[src/hdl/sst_pkg.sv]
// Types and constants of the sparse slot table.
package sst_pkg;

  localparam int IDX_W   = 12;
  localparam int CNT_W   = 13;
  localparam int DATA_W  = 32;
  localparam int FUNC_W  = 2;

  localparam logic [FUNC_W-1:0] FUNC_PUT  = 2'd0;
  localparam logic [FUNC_W-1:0] FUNC_FIND = 2'd1;
  localparam logic [FUNC_W-1:0] FUNC_DEL  = 2'd2;

  typedef enum logic [1:0] {
    ST_IDLE,
    ST_EXEC,
    ST_WAIT,
    ST_HOLD
  } state_t;

  // search token handed from cell to cell
  typedef struct packed {
    logic             active;
    logic             found;
    logic [IDX_W-1:0] idx;
  } tok_t;

  typedef struct packed {
    logic wr;
    logic clr;
  } cell_ctl_t;

  typedef struct packed {
    logic             placed;
    logic [CNT_W-1:0] run_placed;
    logic             found;
    logic [IDX_W-1:0] match_index;
    logic [CNT_W-1:0] valid_count;
    logic             status;
  } res_t;

endpackage

[src/hdl/sst_cell.sv]
// One slot cell: value, valid bit and one stage of the search token chain.
module sst_cell #(
  parameter int VALUE_WIDTH = 32,
  parameter int CELL_INDEX  = 0
) (
  input  logic                   clk,
  input  logic                   rst_n,
  input  sst_pkg::cell_ctl_t     ctl,
  input  logic [VALUE_WIDTH-1:0] wr_value,
  input  logic [VALUE_WIDTH-1:0] key,
  input  sst_pkg::tok_t          tok_i,
  output sst_pkg::tok_t          tok_o,
  output logic                   valid_o
);

  logic [VALUE_WIDTH-1:0] value_r;
  logic                   valid_r;
  logic                   tok_active_r;
  logic                   tok_found_r;
  logic [sst_pkg::IDX_W-1:0] tok_idx_r;
  logic                   hit;

  assign hit = tok_i.active && valid_r && (value_r == key);

  always_ff @(posedge clk) begin
    if (!rst_n) begin
      valid_r      <= 1'b0;
      tok_active_r <= 1'b0;
    end else begin
      tok_active_r <= tok_i.active;
      if (ctl.wr) begin
        valid_r <= 1'b1;
      end else if (ctl.clr) begin
        valid_r <= 1'b0;
      end
    end
  end

  always_ff @(posedge clk) begin
    if (ctl.wr) begin
      value_r <= wr_value;
    end
    tok_found_r <= tok_i.found || hit;
    tok_idx_r   <= tok_i.found ? tok_i.idx : sst_pkg::IDX_W'(CELL_INDEX);
  end

  assign tok_o   = '{active: tok_active_r, found: tok_found_r, idx: tok_idx_r};
  assign valid_o = valid_r;

endmodule

[config.mk]
export PLATFORM = sky130hd
export DESIGN_NAME = sst_cell
export DESIGN_NICKNAME = d
export VERILOG_FILES = /design/src/hdl/sst_pkg.sv /design/src/hdl/sst_cell.sv
export SDC_FILE = /design/constraint.sdc
export NUM_CORES = 1
export LEC_CHECK = 0
export ABC_AREA = 0
export BUFFER_PORTS_ARGS = -buffer_cell sky130_fd_sc_hd__clkbuf_2
export CAP_MARGIN = 20
export CORE_ASPECT_RATIO = 0.5
export CORE_MARGIN = 3
export CORE_UTILIZATION = 37
export CTS_BUF_LIST = sky130_fd_sc_hd__clkbuf_4 sky130_fd_sc_hd__clkbuf_8
export DETAILED_ROUTE_END_ITERATION = 8
export GPL_TIMING_DRIVEN = 1
export PLACE_DENSITY_LB_ADDON = 0.2
export SKIP_CTS_REPAIR_TIMING = 1
export SLEW_MARGIN = 15
export SYNTH_ARGS = -nofsm -noshare
export SYNTH_HDL_FRONTEND = slang
export SYNTH_SLANG_ARGS = --single-unit
[constraint.sdc]
create_clock -name clk -period 1.92 [get_ports clk]
set_input_delay 0.192 -clock clk [delete_from_list [all_inputs] [get_ports clk]]
set_output_delay 0.192 -clock clk [all_outputs]
set_load 0.005 [all_outputs]
==> results.yml <==
run_status:
  outcome: "finished, final reports clean"
worst_setup_path:
  cp-end-kind: "flop"
  worstPathCellList: "xnor2_1 -> nand4_1 -> nor4_1 -> a31o_1"
  start_kind: "flop"
  critPathArrivalTime_ps: 1590
  path_class: "flop to flop"
  rrSetupSlack_ps: 570
  slowest_delay_ps: 430
  critical_path_required_ps: 2160
  cp_max_fo: 1
  slowest_stage: "nor4_1"
run:
  maxCapViolations: 0
finish:
  fin_util_pct: 56.46
  drive_gt1_share_pct: 49.52
  fill_cells: 363
  syn2layout_area_growth_pct: 36.52
  nets: 291
  antennaDiodeCount: 0
synth:
  netlist_area_um2: 1730
  synth_most_common_cell: "edfxtp_1"
  ys_top_cells_by_count: "32 x edfxtp_1, 29 x xnor2_1, 15 x dfxtp_1"
  yosysUniqueCellTypes: 14
  ys_ff_latch: 47
  synthCells: 109
  syn_nets: 191
  synth.area.top_cells: "edfxtp_1 56%, dfxtp_1 17%, xnor2_1 15%"
  ys_warn_count: 0
  synth_top_area_share_pct: 55.53
  ys_async_sr_fraction_pct: 0
  ys_seq_area_share_pct: 72.89
  ys.flop_type: "edfxtp_1"
  yosys.area.top_type: "edfxtp_1"
  synth_edf_count: 32
  avgSynthCellArea_um2: 15.88
clock_tree:
  cts_buffers: 5
  cts_buffer_depth: 2
  clock_sinks: 47
  ctsRootBufferMaster: "clkbuf_8"
  tritoncts: "done"
  clk_pin_slew_ps: 90
  h-tree-depth: 2
  clk_latency_ps: 290
sta:
  fmax_mhz: 739.5
  tns_ps: 0
  holdWs_ps: 71.96
  tightest_slew_ps: 797.3
  max-slew-margin-rel_pct: 46.84
  maxSlewViolCount: 0
  fin_worst_skew_ps: 5.126
  hold_viol: 0
  rsz0062_at_grt: "false"
  setup_viol: 0
  finalCritPeriodShare_pct: 70.43
  period_minus_slack_ps: 1352
placed_design:
  io_buffers: 96
  place_congestion: 0.6591
  hpwl_um: 2710
routing:
  wl_per_cell_um: 12.71
  remaining_drc_errors: 0
  ant_nets: 0
  drt_iter0_drc: 12
  drtPass1Iterations: 4
  viasPerCell: 4.307
  routed_wl_um: 3356
  vias: 1137
global_route:
  grt_overflow: 0
  antenna_found_initial: 0
  track_usage_pct: 12.19
  grt_pass1_wl_um: 4940
  grt_pass1_vias: 1181
  grt_max_degree: 34
power:
  power_density_nw_per_um2: 865.8
  leakage_nw: 1.015
  ir_worst_vdd_mv: 0.3743
floorplan:
  die_w_um: 102.7
  die-area_um2: 5583
  die_height_um: 54.36
  rows: 16
  initial_core_util_pct: 41.36
  ios: 97
  core_area_um2: 4184
worst_hold_path:
  hp-class: "input port to flop"
[report_power, final]
part           internal [mW]  total, mW  switching (mW)  leakage, nW
Clock                  0.329      0.645           0.316       0.0548
Sequential              1.16       1.19          0.0267        0.438
Combinational          0.133      0.215          0.0818        0.522
[routing by layer]
| metal | vias to the layer above | wire length, um | track usage (%) |
|---|---|---|---|
| met2 | 40 | 1717 | 22.33 |
| li1 | 580 | - | - |
| met1 | 515 | 1444 | 13.27 |
| met5 | - | 0 | 0 |
| met4 | 0 | 14 | 4.575 |
| met3 | 2 | 180 | 4.453 |
[final cells by class]
type	count	area [um2]	share of cell area, %
tap	54	67.56	2.860
clock inverter	1	6.256	0.2648
multi-input combinational	59	450.4	19.07
clock buffer	7	96.34	4.078
sequential	47	1261	53.39
timing repair buffer	96	480.5	20.34
[sequential cells by signal, indices dropped and copies added (netlist names)]
name / cells
value_r: 32
tok_idx_r: 12
tok_active_r: 1
tok_found_r: 1
valid_o: 1
[path summary, 6_finish.rpt]
check                        start                     to  cells past startpoint
max          value_r[24]$_DFFE_PP_    tok_found_r$_DFF_P_                      4
min                   wr_value[25]  value_r[25]$_DFFE_PP_                      1
max reg2reg  value_r[24]$_DFFE_PP_    tok_found_r$_DFF_P_                      4
min reg2reg   valid_o$_SDFFE_PN0P_   valid_o$_SDFFE_PN0P_                      2
[metrics by stage]
step / area, um2 / setup slack, ps / total power, mW / std cells
2_1_floorplan: 1730 / 858.3 / 1.300 / 109
3_3_place_gp: 2260 / 525.4 / 1.423 / 256
3_5_place_dp: 2260 / 581.3 / 1.430 / 256
4_1_cts: 2362 / 539.4 / 2.083 / 264
5_1_grt: 2362 / 396.6 / 2.161 / 264
6_report: 2362 / 567.8 / 2.045 / 264
[critical path: cells and delay by family, from the launching register on]
family	cells	cell delay, ps
and+or+nand+nor	2	570
DFF	1	380
AOI/OAI and AO/OA	1	190
xor gates and xnor gates	1	150
[cells by family after synthesis]
kind of cell              after synthesis  share of synthesized area, %
buffers and inverters                   3                         1.084
DFF                                    47                         72.89
AOI/OAI and AO/OA                       2                        0.9402
and+or+nand+nor                        25                         8.893
xor gates and xnor gates               32                         16.20
[cell usage in the layout, fill, tap and decap left out]
master,count
xnor2_1,29
nor4_1,2
a31o_1,1
nor3_1,1
clkbuf_2,96
nand4_1,7
clkbuf_8,7
edfxtp_1,32
nor2b_1,1
nand3_1,1
dfxtp_1,15
and2_1,13
xor2_1,3
o21a_1,1
inv_4,1
No activity file was read; power rests on OpenSTA's default activity.
